### config.mk
export PLATFORM = sky130hd
export DESIGN_NAME = cbor_stream_tokenizer_flat
export DESIGN_NICKNAME = d
export VERILOG_FILES = /design/src/rtl/core/cbor_pkg.sv /design/src/rtl/core/cbor_if.sv /design/src/rtl/core/cbor_stack.sv /design/src/rtl/core/cbor_stream_tokenizer.sv /design/src/flat_wrapper.sv
export VERILOG_INCLUDE_DIRS = /design/src /design/src/rtl/core
export SDC_FILE = /design/constraint.sdc
export NUM_CORES = 2
export LEC_CHECK = 0
export ABC_AREA = 0
export CORE_ASPECT_RATIO = 0.9
export CORE_UTILIZATION = 35
export CTS_CLUSTER_SIZE = 40
export DETAILED_ROUTE_END_ITERATION = 10
export DONT_BUFFER_PORTS = 1
export SYNTH_ARGS = -nofsm -noshare
export SYNTH_HDL_FRONTEND = slang
export SYNTH_HIERARCHICAL = 1
export SYNTH_SLANG_ARGS = --single-unit
### constraint.sdc
create_clock -name clk -period 22.6 [get_ports clk]
set_clock_uncertainty 0.1 [all_clocks]
set_input_delay 4.52 -clock clk [delete_from_list [all_inputs] [get_ports clk]]
set_output_delay 4.52 -clock clk [all_outputs]
set_load 0.05 [all_outputs]
### src/rtl/core/assert_macros.svh
// assertion helpers for the tokenizer
`ifndef ASSERT_MACROS_SVH
`define ASSERT_MACROS_SVH

// implication checked on every clock edge outside reset
`define ASSERT_IMPL(label, clk, rst, cond, expr, msg) \
  label: assert property (@(posedge clk) disable iff (rst) (cond) |-> (expr)) \
    else $error(msg);

// next-cycle implication checked outside reset
`define ASSERT_NEXT(label, clk, rst, cond, expr, msg) \
  label: assert property (@(posedge clk) disable iff (rst) (cond) |=> (expr)) \
    else $error(msg);

`endif

### src/rtl/core/cbor_pkg.sv
// ----------------------------------------------------------------------
// cbor_pkg
// shared types and constants of the cbor stream tokenizer
// ----------------------------------------------------------------------
package cbor_pkg;

  localparam int MaxDepth = 16;
  localparam int LvlW = $clog2(MaxDepth);
  localparam int DepW = 5;

  localparam logic [1:0] KIND_HDR  = 2'd0;
  localparam logic [1:0] KIND_PAY  = 2'd1;
  localparam logic [1:0] KIND_STAT = 2'd2;

  localparam logic [2:0] ST_OK    = 3'd0;
  localparam logic [2:0] ST_UNSUP = 3'd1;
  localparam logic [2:0] ST_TRUNC = 3'd2;
  localparam logic [2:0] ST_TRAIL = 3'd3;
  localparam logic [2:0] ST_DEEP  = 3'd4;

  localparam logic [2:0] MT_BSTR = 3'd2;
  localparam logic [2:0] MT_TSTR = 3'd3;
  localparam logic [2:0] MT_ARR  = 3'd4;
  localparam logic [2:0] MT_MAP  = 3'd5;
  localparam logic [2:0] MT_TAG  = 3'd6;
  localparam logic [2:0] MT_SIMP = 3'd7;

  localparam logic [4:0] AI_ONE   = 5'd24;
  localparam logic [4:0] AI_EIGHT = 5'd27;
  localparam logic [4:0] SV_FALSE = 5'd20;
  localparam logic [4:0] SV_NULL  = 5'd22;

  typedef enum logic [2:0] {
    PH_HEADER, PH_ARG, PH_PAYLOAD, PH_DONE, PH_ERROR
  } phase_t;

  typedef enum logic [2:0] {
    S_IDLE, S_BYTE, S_POP, S_FIN, S_OUT
  } seq_t;

  typedef struct packed {
    logic [1:0]  token_kind;
    logic [2:0]  major_type;
    logic [63:0] argument;
    logic [4:0]  depth;
    logic [7:0]  payload_byte;
    logic        top_done;
    logic [2:0]  status;
  } token_t;

  // push or completion-unwind request to the stack unit
  typedef struct packed {
    logic start;
    logic push;
    logic [63:0] count;
    logic is_map;
  } stk_cmd_t;

  typedef struct packed {
    logic busy;
    logic done;
    logic top;
    logic [DepW-1:0] level;
  } stk_stat_t;

endpackage

### src/rtl/core/cbor_if.sv
// ----------------------------------------------------------------------
// cbor_in_if / cbor_out_if / cbor_cfg_if
// valid-ready channels of the tokenizer
// ----------------------------------------------------------------------
interface cbor_in_if;
  logic valid;
  logic ready;
  logic [7:0] data_byte;
  logic last_byte;
  modport source (output valid, data_byte, last_byte, input ready);
  modport sink (input valid, data_byte, last_byte, output ready);
endinterface

interface cbor_out_if;
  import cbor_pkg::*;
  logic valid;
  logic ready;
  logic [1:0] token_kind;
  logic [2:0] major_type;
  logic [63:0] argument;
  logic [4:0] depth;
  logic [7:0] payload_byte;
  logic top_done;
  logic [2:0] status;
  modport source (output valid, token_kind, major_type, argument, depth, payload_byte,
                  top_done, status, input ready);
  modport sink (input valid, token_kind, major_type, argument, depth, payload_byte,
                top_done, status, output ready);
endinterface

interface cbor_cfg_if;
  logic valid;
  logic ready;
  logic strict_trailing;
  modport source (output valid, strict_trailing, input ready);
  modport sink (input valid, strict_trailing, output ready);
endinterface

### src/rtl/core/cbor_stack.sv
// ----------------------------------------------------------------------
// cbor_stack
// nesting stack with one shared decrement/compare unit for the unwind
// ----------------------------------------------------------------------
module cbor_stack import cbor_pkg::*; (
  input  logic      clk,
  input  logic      rst,
  input  logic      clear,
  input  stk_cmd_t  cmd,
  output stk_stat_t stat
);

  logic [63:0] items [MaxDepth];
  logic [MaxDepth-1:0] due;
  logic [MaxDepth-1:0] is_map;
  logic [DepW-1:0] level;
  logic busy;
  logic done;
  logic top;

  logic [LvlW-1:0] idx;
  logic [63:0] dec;

  assign idx = LvlW'(level - DepW'(1));
  // shared decrement unit
  assign dec = items[idx] - 64'd1;

  // one push or one pop step per cycle
  always_ff @(posedge clk) begin
    if (rst || clear) begin
      level <= '0;
      busy <= 1'b0;
      done <= 1'b0;
      top <= 1'b0;
    end else if (cmd.start && cmd.push) begin
      items[level[LvlW-1:0]] <= cmd.count;
      due[level[LvlW-1:0]] <= 1'b0;
      is_map[level[LvlW-1:0]] <= cmd.is_map;
      level <= level + DepW'(1);
      busy <= 1'b0;
      done <= 1'b1;
      top <= 1'b0;
    end else if (cmd.start || busy) begin
      if (level == '0) begin
        busy <= 1'b0;
        done <= 1'b1;
        top <= 1'b1;
      end else if (is_map[idx] && !due[idx]) begin
        due[idx] <= 1'b1;
        busy <= 1'b0;
        done <= 1'b1;
        top <= 1'b0;
      end else if (dec != 64'd0) begin
        due[idx] <= 1'b0;
        items[idx] <= dec;
        busy <= 1'b0;
        done <= 1'b1;
        top <= 1'b0;
      end else begin
        // level finished, keep unwinding
        due[idx] <= 1'b0;
        level <= level - DepW'(1);
        busy <= 1'b1;
        done <= 1'b0;
      end
    end else begin
      done <= 1'b0;
    end
  end

  assign stat = '{busy: busy, done: done, top: top, level: level};

endmodule

### src/rtl/core/cbor_stream_tokenizer.sv
// ----------------------------------------------------------------------
// cbor_stream_tokenizer
// byte-serial checker and tokenizer for one definite-length cbor item
// ----------------------------------------------------------------------
// in: one cbor byte per request, last_byte marks the end of the buffer.
// out: at most one token per input byte (header, payload byte or status).
// cfg: strict_trailing, written by the user only while the block is idle,
// which the block does not enforce. a byte passes capture, decode and
// finish when the stack is not involved; a push or a completion that
// closes no container adds the stack step S_POP before finish. a completion
// unwinds the nesting stack through one shared decrement unit, one level
// per cycle, and the byte stays in S_POP until the unwind ends. the token
// sits in an output register from the cycle after finish; the next byte
// can be taken at the same edge the token is delivered, so a stalled
// receiver holds the block. reset clears the parse state and sets
// strict_trailing to 1; after a last_byte the parse state restarts.
// ----------------------------------------------------------------------
`include "assert_macros.svh"

module cbor_stream_tokenizer import cbor_pkg::*; (
  input logic clk,
  input logic rst,
  cbor_in_if.sink in,
  cbor_out_if.source out,
  cbor_cfg_if.sink cfg
);

  seq_t seq, seq_next;
  phase_t phase, phase_next;
  logic strict;
  logic [7:0] b;
  logic last;
  logic [63:0] acc, acc_next;
  logic [3:0] left, left_next;
  logic [2:0] pmaj, pmaj_next;
  logic [63:0] pleft, pleft_next;
  token_t tok, tok_next;
  logic have, have_next;
  logic ov, ov_next;
  stk_cmd_t cmd;
  stk_stat_t st;
  logic clr;
  logic take;
  logic [2:0] mj;
  logic [4:0] ai;
  logic [63:0] acc_shift;
  logic [63:0] ahdr;
  logic hdr_done;
  logic simp_ok;
  logic is_cont;
  logic is_str;
  logic too_deep;
  logic stk_req;

  cbor_stack u_stk (.clk(clk), .rst(rst), .clear(clr), .cmd(cmd), .stat(st));

  assign cfg.ready = 1'b1;
  always_ff @(posedge clk) begin
    if (rst) strict <= 1'b1;
    else if (cfg.valid) strict <= cfg.strict_trailing;
  end

  assign in.ready = (seq == S_IDLE) && (!ov || out.ready);
  assign take = in.valid && in.ready;
  assign out.valid = ov;
  assign out.token_kind = tok.token_kind;
  assign out.major_type = tok.major_type;
  assign out.argument = tok.argument;
  assign out.depth = tok.depth;
  assign out.payload_byte = tok.payload_byte;
  assign out.top_done = tok.top_done;
  assign out.status = tok.status;

  // decode of the captured byte
  assign mj = (phase == PH_ARG) ? pmaj : b[7:5];
  assign ai = b[4:0];
  assign acc_shift = {acc[55:0], b};
  assign ahdr = (phase == PH_ARG) ? acc_shift : {59'd0, ai};
  assign hdr_done = (phase == PH_HEADER && mj != MT_SIMP && ai < AI_ONE) ||
                    (phase == PH_ARG && left == 4'd1);
  assign simp_ok = (phase == PH_HEADER) && (b[7:5] == MT_SIMP) &&
                   (ai >= SV_FALSE) && (ai <= SV_NULL);
  assign is_cont = (mj == MT_ARR) || (mj == MT_MAP);
  assign is_str = (mj == MT_BSTR) || (mj == MT_TSTR);
  assign too_deep = hdr_done && is_cont && (ahdr != 64'd0) &&
                    (st.level >= DepW'(MaxDepth));

  // does this byte need the stack unit
  always_comb begin
    stk_req = 1'b0;
    if (simp_ok) stk_req = 1'b1;
    else if (hdr_done) begin
      if (is_cont) stk_req = (ahdr == 64'd0) || (st.level < DepW'(MaxDepth));
      else if (is_str) stk_req = (ahdr == 64'd0);
      else if (mj != MT_TAG) stk_req = 1'b1;
    end else if (phase == PH_PAYLOAD) stk_req = (pleft == 64'd1);
  end

  // sequencer next state
  always_comb begin
    seq_next = seq;
    case (seq)
      S_IDLE: if (take) seq_next = S_BYTE;
      S_BYTE: seq_next = stk_req ? S_POP : S_FIN;
      S_POP: if (st.done) seq_next = S_FIN;
      S_FIN: seq_next = S_IDLE;
      default: seq_next = S_IDLE;
    endcase
  end

  // stack command
  always_comb begin
    cmd = '0;
    if (seq == S_BYTE && stk_req) begin
      cmd.start = 1'b1;
      cmd.push = hdr_done && is_cont && ahdr != 64'd0;
      cmd.count = ahdr;
      cmd.is_map = (mj == MT_MAP);
    end
  end
  assign clr = (seq == S_FIN) && last;

  // parse state and token next values
  always_comb begin
    phase_next = phase;
    acc_next = acc;
    left_next = left;
    pmaj_next = pmaj;
    pleft_next = pleft;
    tok_next = tok;
    have_next = have;
    ov_next = ov;
    if (out.valid && out.ready) ov_next = 1'b0;
    case (seq)
      S_BYTE: begin
        have_next = 1'b0;
        tok_next = '0;
        tok_next.depth = st.level;
        case (phase)
          PH_HEADER: begin
            if (b[7:5] == MT_SIMP) begin
              have_next = 1'b1;
              if (simp_ok) begin
                tok_next.major_type = MT_SIMP;
                tok_next.argument = {59'd0, ai};
              end else begin
                tok_next.token_kind = KIND_STAT;
                tok_next.status = ST_UNSUP;
                tok_next.depth = '0;
                phase_next = PH_ERROR;
              end
            end else if (ai >= AI_ONE && ai <= AI_EIGHT) begin
              acc_next = '0;
              left_next = 4'd1 << ai[1:0];
              pmaj_next = mj;
              phase_next = PH_ARG;
            end else if (ai > AI_EIGHT) begin
              have_next = 1'b1;
              tok_next.token_kind = KIND_STAT;
              tok_next.status = ST_UNSUP;
              tok_next.depth = '0;
              phase_next = PH_ERROR;
            end
          end
          PH_ARG: begin
            acc_next = acc_shift;
            left_next = left - 4'd1;
          end
          PH_PAYLOAD: begin
            have_next = 1'b1;
            tok_next.token_kind = KIND_PAY;
            tok_next.major_type = pmaj;
            tok_next.payload_byte = b;
            pleft_next = pleft - 64'd1;
          end
          PH_DONE: if (strict) begin
            have_next = 1'b1;
            tok_next.token_kind = KIND_STAT;
            tok_next.status = ST_TRAIL;
            tok_next.depth = '0;
            phase_next = PH_ERROR;
          end
          default: ;
        endcase
        // complete item header
        if (hdr_done) begin
          have_next = 1'b1;
          tok_next.major_type = mj;
          tok_next.argument = ahdr;
          phase_next = PH_HEADER;
          if (is_str && ahdr != 64'd0) begin
            pmaj_next = mj;
            pleft_next = ahdr;
            phase_next = PH_PAYLOAD;
          end else if (too_deep) begin
            tok_next = '0;
            tok_next.token_kind = KIND_STAT;
            tok_next.status = ST_DEEP;
            phase_next = PH_ERROR;
          end
        end
      end
      S_POP: if (st.done) begin
        tok_next.top_done = st.top;
        phase_next = st.top ? PH_DONE : PH_HEADER;
      end
      S_FIN: begin
        if (last) begin
          if (phase != PH_DONE && phase != PH_ERROR) begin
            tok_next.status = ST_TRUNC;
            if (!have) begin
              tok_next = '0;
              tok_next.token_kind = KIND_STAT;
              tok_next.status = ST_TRUNC;
            end
            ov_next = 1'b1;
          end else begin
            ov_next = have;
          end
          phase_next = PH_HEADER;
          left_next = '0;
        end else begin
          ov_next = have;
        end
      end
      default: ;
    endcase
  end

  // datapath registers
  always_ff @(posedge clk) begin
    if (rst) begin
      seq <= S_IDLE;
      phase <= PH_HEADER;
      acc <= '0;
      left <= '0;
      pmaj <= '0;
      pleft <= '0;
      tok <= '0;
      have <= 1'b0;
      ov <= 1'b0;
      b <= '0;
      last <= 1'b0;
    end else begin
      seq <= seq_next;
      phase <= phase_next;
      acc <= acc_next;
      left <= left_next;
      pmaj <= pmaj_next;
      pleft <= pleft_next;
      tok <= tok_next;
      have <= have_next;
      ov <= ov_next;
      if (take) begin
        b <= in.data_byte;
        last <= in.last_byte;
      end
    end
  end

  `ASSERT_IMPL(a_no_take_busy, clk, rst, seq != S_IDLE, !in.ready,
    "input taken while busy")
  `ASSERT_IMPL(a_depth_lim, clk, rst, 1'b1, st.level <= DepW'(MaxDepth),
    "stack level over limit")
  `ASSERT_NEXT(a_stall_hold, clk, rst, out.valid && !out.ready,
    out.valid && $stable(out.argument), "token changed under stall")

endmodule
### src/flat_wrapper.sv
// flat-port wrapper written by rule: the top's interface ports become plain ports
module cbor_stream_tokenizer_flat import cbor_pkg::*;
  (clk, rst, in_valid, in_data_byte, in_last_byte, in_ready, out_valid, out_token_kind, out_major_type, out_argument, out_depth, out_payload_byte, out_top_done, out_status, out_ready, cfg_valid, cfg_strict_trailing, cfg_ready);
  cbor_in_if in_i ();
  cbor_out_if out_i ();
  cbor_cfg_if cfg_i ();
  input logic clk;
  input logic rst;
  input wire logic [$bits(in_i.valid)-1:0] in_valid;
  input wire logic [$bits(in_i.data_byte)-1:0] in_data_byte;
  input wire logic [$bits(in_i.last_byte)-1:0] in_last_byte;
  output wire logic [$bits(in_i.ready)-1:0] in_ready;
  output wire logic [$bits(out_i.valid)-1:0] out_valid;
  output wire logic [$bits(out_i.token_kind)-1:0] out_token_kind;
  output wire logic [$bits(out_i.major_type)-1:0] out_major_type;
  output wire logic [$bits(out_i.argument)-1:0] out_argument;
  output wire logic [$bits(out_i.depth)-1:0] out_depth;
  output wire logic [$bits(out_i.payload_byte)-1:0] out_payload_byte;
  output wire logic [$bits(out_i.top_done)-1:0] out_top_done;
  output wire logic [$bits(out_i.status)-1:0] out_status;
  input wire logic [$bits(out_i.ready)-1:0] out_ready;
  input wire logic [$bits(cfg_i.valid)-1:0] cfg_valid;
  input wire logic [$bits(cfg_i.strict_trailing)-1:0] cfg_strict_trailing;
  output wire logic [$bits(cfg_i.ready)-1:0] cfg_ready;
  assign in_i.valid = in_valid;
  assign in_i.data_byte = in_data_byte;
  assign in_i.last_byte = in_last_byte;
  assign in_ready = in_i.ready;
  assign out_valid = out_i.valid;
  assign out_token_kind = out_i.token_kind;
  assign out_major_type = out_i.major_type;
  assign out_argument = out_i.argument;
  assign out_depth = out_i.depth;
  assign out_payload_byte = out_i.payload_byte;
  assign out_top_done = out_i.top_done;
  assign out_status = out_i.status;
  assign out_i.ready = out_ready;
  assign cfg_i.valid = cfg_valid;
  assign cfg_i.strict_trailing = cfg_strict_trailing;
  assign cfg_ready = cfg_i.ready;
  cbor_stream_tokenizer u_core (.clk(clk), .rst(rst), .in(in_i), .out(out_i), .cfg(cfg_i));
endmodule
==> impl_results.md <==
- RSZ-0062 raised after global routing: false
- Critical path type: reg -> reg
- Fin Setup TNS: 0 ns
- Status: finished clean
- Crit path from: u_core/u_stk/level[0]$_SDFFE_PN0P_
- Global-route wire length before repair: 236,000 um
- Reg clk slew, reported paths: 0.06 ns
- Crit path largest cell delay: 0.97 ns
- Family with the most delay on the worst path: buffers and inverters
- Post-Syn Instances: 3,699
- Clock buffer depth: 3
- HP Start: u_core/acc[0]$_SDFFE_PP0P_
- Root buffer cell: clkbuf_16
- Crit-path max FO: 132
- Peak Freq: 0.09251 GHz
- CTS tree: done
- NumNets Final: 3,714
- Initial antenna violation count: 9
- Drt drc: 0
- Cell Pwr Density: 92.38 mW/mm^2
- Peak VDD IR: 0.08675 mV
- Crit share post-route: 0.4783
- Post-detail-place hpwl: 98,290 um
- Port bufs: 0
- CP Launch Type: flip-flop
- Routed Antenna Nets: 0
- Max cap viols: 0
- Die height: 380.8 um
- Sink Count: 1,294
- Bufs and invs on worst path: 6
- LEAKAGE: 17.82 nW
- Net Count, Synth: 3,730
- Syn Area/Cell: 15.08 um^2
- Overflow after GRT: 0
- GPL Wtd Cong: 0.9600
- 1st-iter DRT viols: 4,697
- Hold violation count in the final report: 0
- Starting density of the core: 0.3536
- Cell chain of the critical path: clkinv_1 -> ha_4 -> buf_12 -> buf_4 -> mux4_2 -> mux2i_1 -> mux2i_1 -> nor4_2 -> nand3_1 -> or4_4 -> nor4_1 -> xor2_1 -> nand4_1 -> nor4_2 -> nor2b_4 -> buf_4 -> buf_4 -> a32o_4 -> buf_4
- Die Width: 422.9 um
- Global-route usage over all layers: 0.1976
- Layout cell share with drive strength beyond 1: 0.1738
- FF-to-FF Start: u_core/u_stk/level[0]$_SDFFE_PN0P_
- CTS buffer count: 139
- Post-CTS Setup Inserts: 0
- WL final: 162,000 um
- Slew Viols, Final: 0
- Rows: 138
- Hold-fix buffers, CTS: 0
- Met2 Usage GRT: 0.2965
- Worst hold-check path type: reg -> reg
- Global routing met3 resource utilization: 0.04004
- DR WL/cell: 27.47 um
- Worst Tran Pin Value: 1.289 ns
- Clk_lat worst skew: 0.77 ns
- Multi-input logic area: 0.01827 mm^2
- Largest net degree at the start of global routing: 136
- Final setup fails: 0
- Crit path arrival time: 11.09 ns
- CP Data Required Time: 22.88 ns
- Cell repeated most along the worst path: buf_4
- Core box area: 0.1578 mm^2
- Drt pass-1 iters: 8
- Slowest CP cell: ha_4
- Storage element area: 0.03648 mm^2
- PnR worst setup slack: 11.79 ns
- Vias per cell: 5.880
- Vias in the first global route: 33,120
- Ports: 104
- GR peak layer: met2
- Die Footprint: 0.1610 mm^2
- # H-tree levels: 4
- Layout area overhead: 12.75%
- Yosys warns: 6
- Vias post-DR: 34,660
- Grt met1 use: 0.2827
- Tmin final: 10.81 ns
- Critical path capture point type: flip-flop
- Slew HR: 0.1158
- PostCTS Resize Cnt: 0
- Fillers: 14,440
- DP Worst Slack: 12.00 ns
- Synthesized area: 0.05580 mm^2
==> worst reg2reg max path: stages (launching register included) <==
cell and delay [ns]:
dfxtp_4 0.73, clkinv_1 0.65, ha_4 0.97, buf_12 0.66
buf_4 0.93, mux4_2 0.46, mux2i_1 0.19, mux2i_1 0.26
nor4_2 0.92, nand3_1 0.25, or4_4 0.57, nor4_1 0.34
xor2_1 0.18, nand4_1 0.18, nor4_2 0.10, nor2b_4 0.11
buf_4 0.50, buf_4 0.72, a32o_4 0.69, buf_4 0.84
==> layout make-up <==
cell class / instances / area share
flip-flops and latches: 1294 / 0.5798
multi-input cells: 2106 / 0.2904
clock buffers: 176 / 0.06056
well taps: 2100 / 0.04176
clock inverters: 74 / 0.01303
repair buffers: 88 / 0.01110
inverters: 54 / 0.003222
diodes: 3 / 0.0001193
==> final timing paths <==
path | endpoint | slack (ns) | depth (start not counted)
max | u_core/u_stk/items[9][35]$_DFFE_PP_ | 11.79 | 19
min | u_core/acc[0]$_SDFFE_PP0P_ | 0.38 | 2
min reg2reg | u_core/acc[0]$_SDFFE_PP0P_ | 0.38 | 2
max reg2reg | u_core/u_stk/items[9][35]$_DFFE_PP_ | 11.79 | 19
==> routing by layer <==
metal,share of wire,up-vias
met5,0.00028,-
met4,0.032,8
met3,0.090,302
met2,0.45,1771
met1,0.43,17850
li1,-,14730
==> stage by stage <==
step / instances / utilization / cell area [um^2] / hold WS [ns] / total power [mW]
finish: 5895 / 0.3987 / 62910 / 0.3752 / 5.812
global route: 5892 / 0.3986 / 62910 / 0.3913 / 6.016
CTS: 5891 / 0.3986 / 62900 / 0.3644 / 5.829
detailed placement: 5641 / 0.3692 / 58270 / 0.3554 / 3.534
global placement: 5641 / 0.3692 / 58270 / 0.3474 / 3.522
floorplan: 3699 / - / 55800 / 0.3356 / 3.307
==> cell usage in the layout, fill, tap and decap left out, types with 27 or more instances in the layout <==
cell and count:
mux2_2 44, a22o_1 27, nand2_1 238, inv_1 51
nand3_1 65, o21ai_0 94, mux2i_1 206, and2_1 29
nand4_1 54, a22oi_1 31, nor2_1 249, xnor2_1 33
dfxtp_1 237, a2bb2oi_1 27, mux4_2 243, clkbuf_16 140
nor4_1 81, edfxtp_1 1056, buf_4 85, a31oi_1 32
and3_1 43, a21oi_1 63, nor3_1 103
==> power breakdown <==
group	leakage [nW]	internal, mW	switching (mW)
sequential	9.55	2.60	0.0884
clock	2.26	1.34	0.958
combinational	6.01	0.239	0.589
total	17.8	4.18	1.63
==> registers in the layout, summed over array words and instances, names as in the netlist, 8 cells and up, named ones only <==
| signal | flops |
|---|---|
| u_core/u_stk/items | 1024 |
| u_core/out.argument | 64 |
| u_core/pleft | 64 |
| u_core/acc | 56 |
| u_core/u_stk/is_map | 16 |
| u_core/b | 8 |
| u_core/out.payload_byte | 8 |
Note: power is estimated with default switching activity, not from simulation.
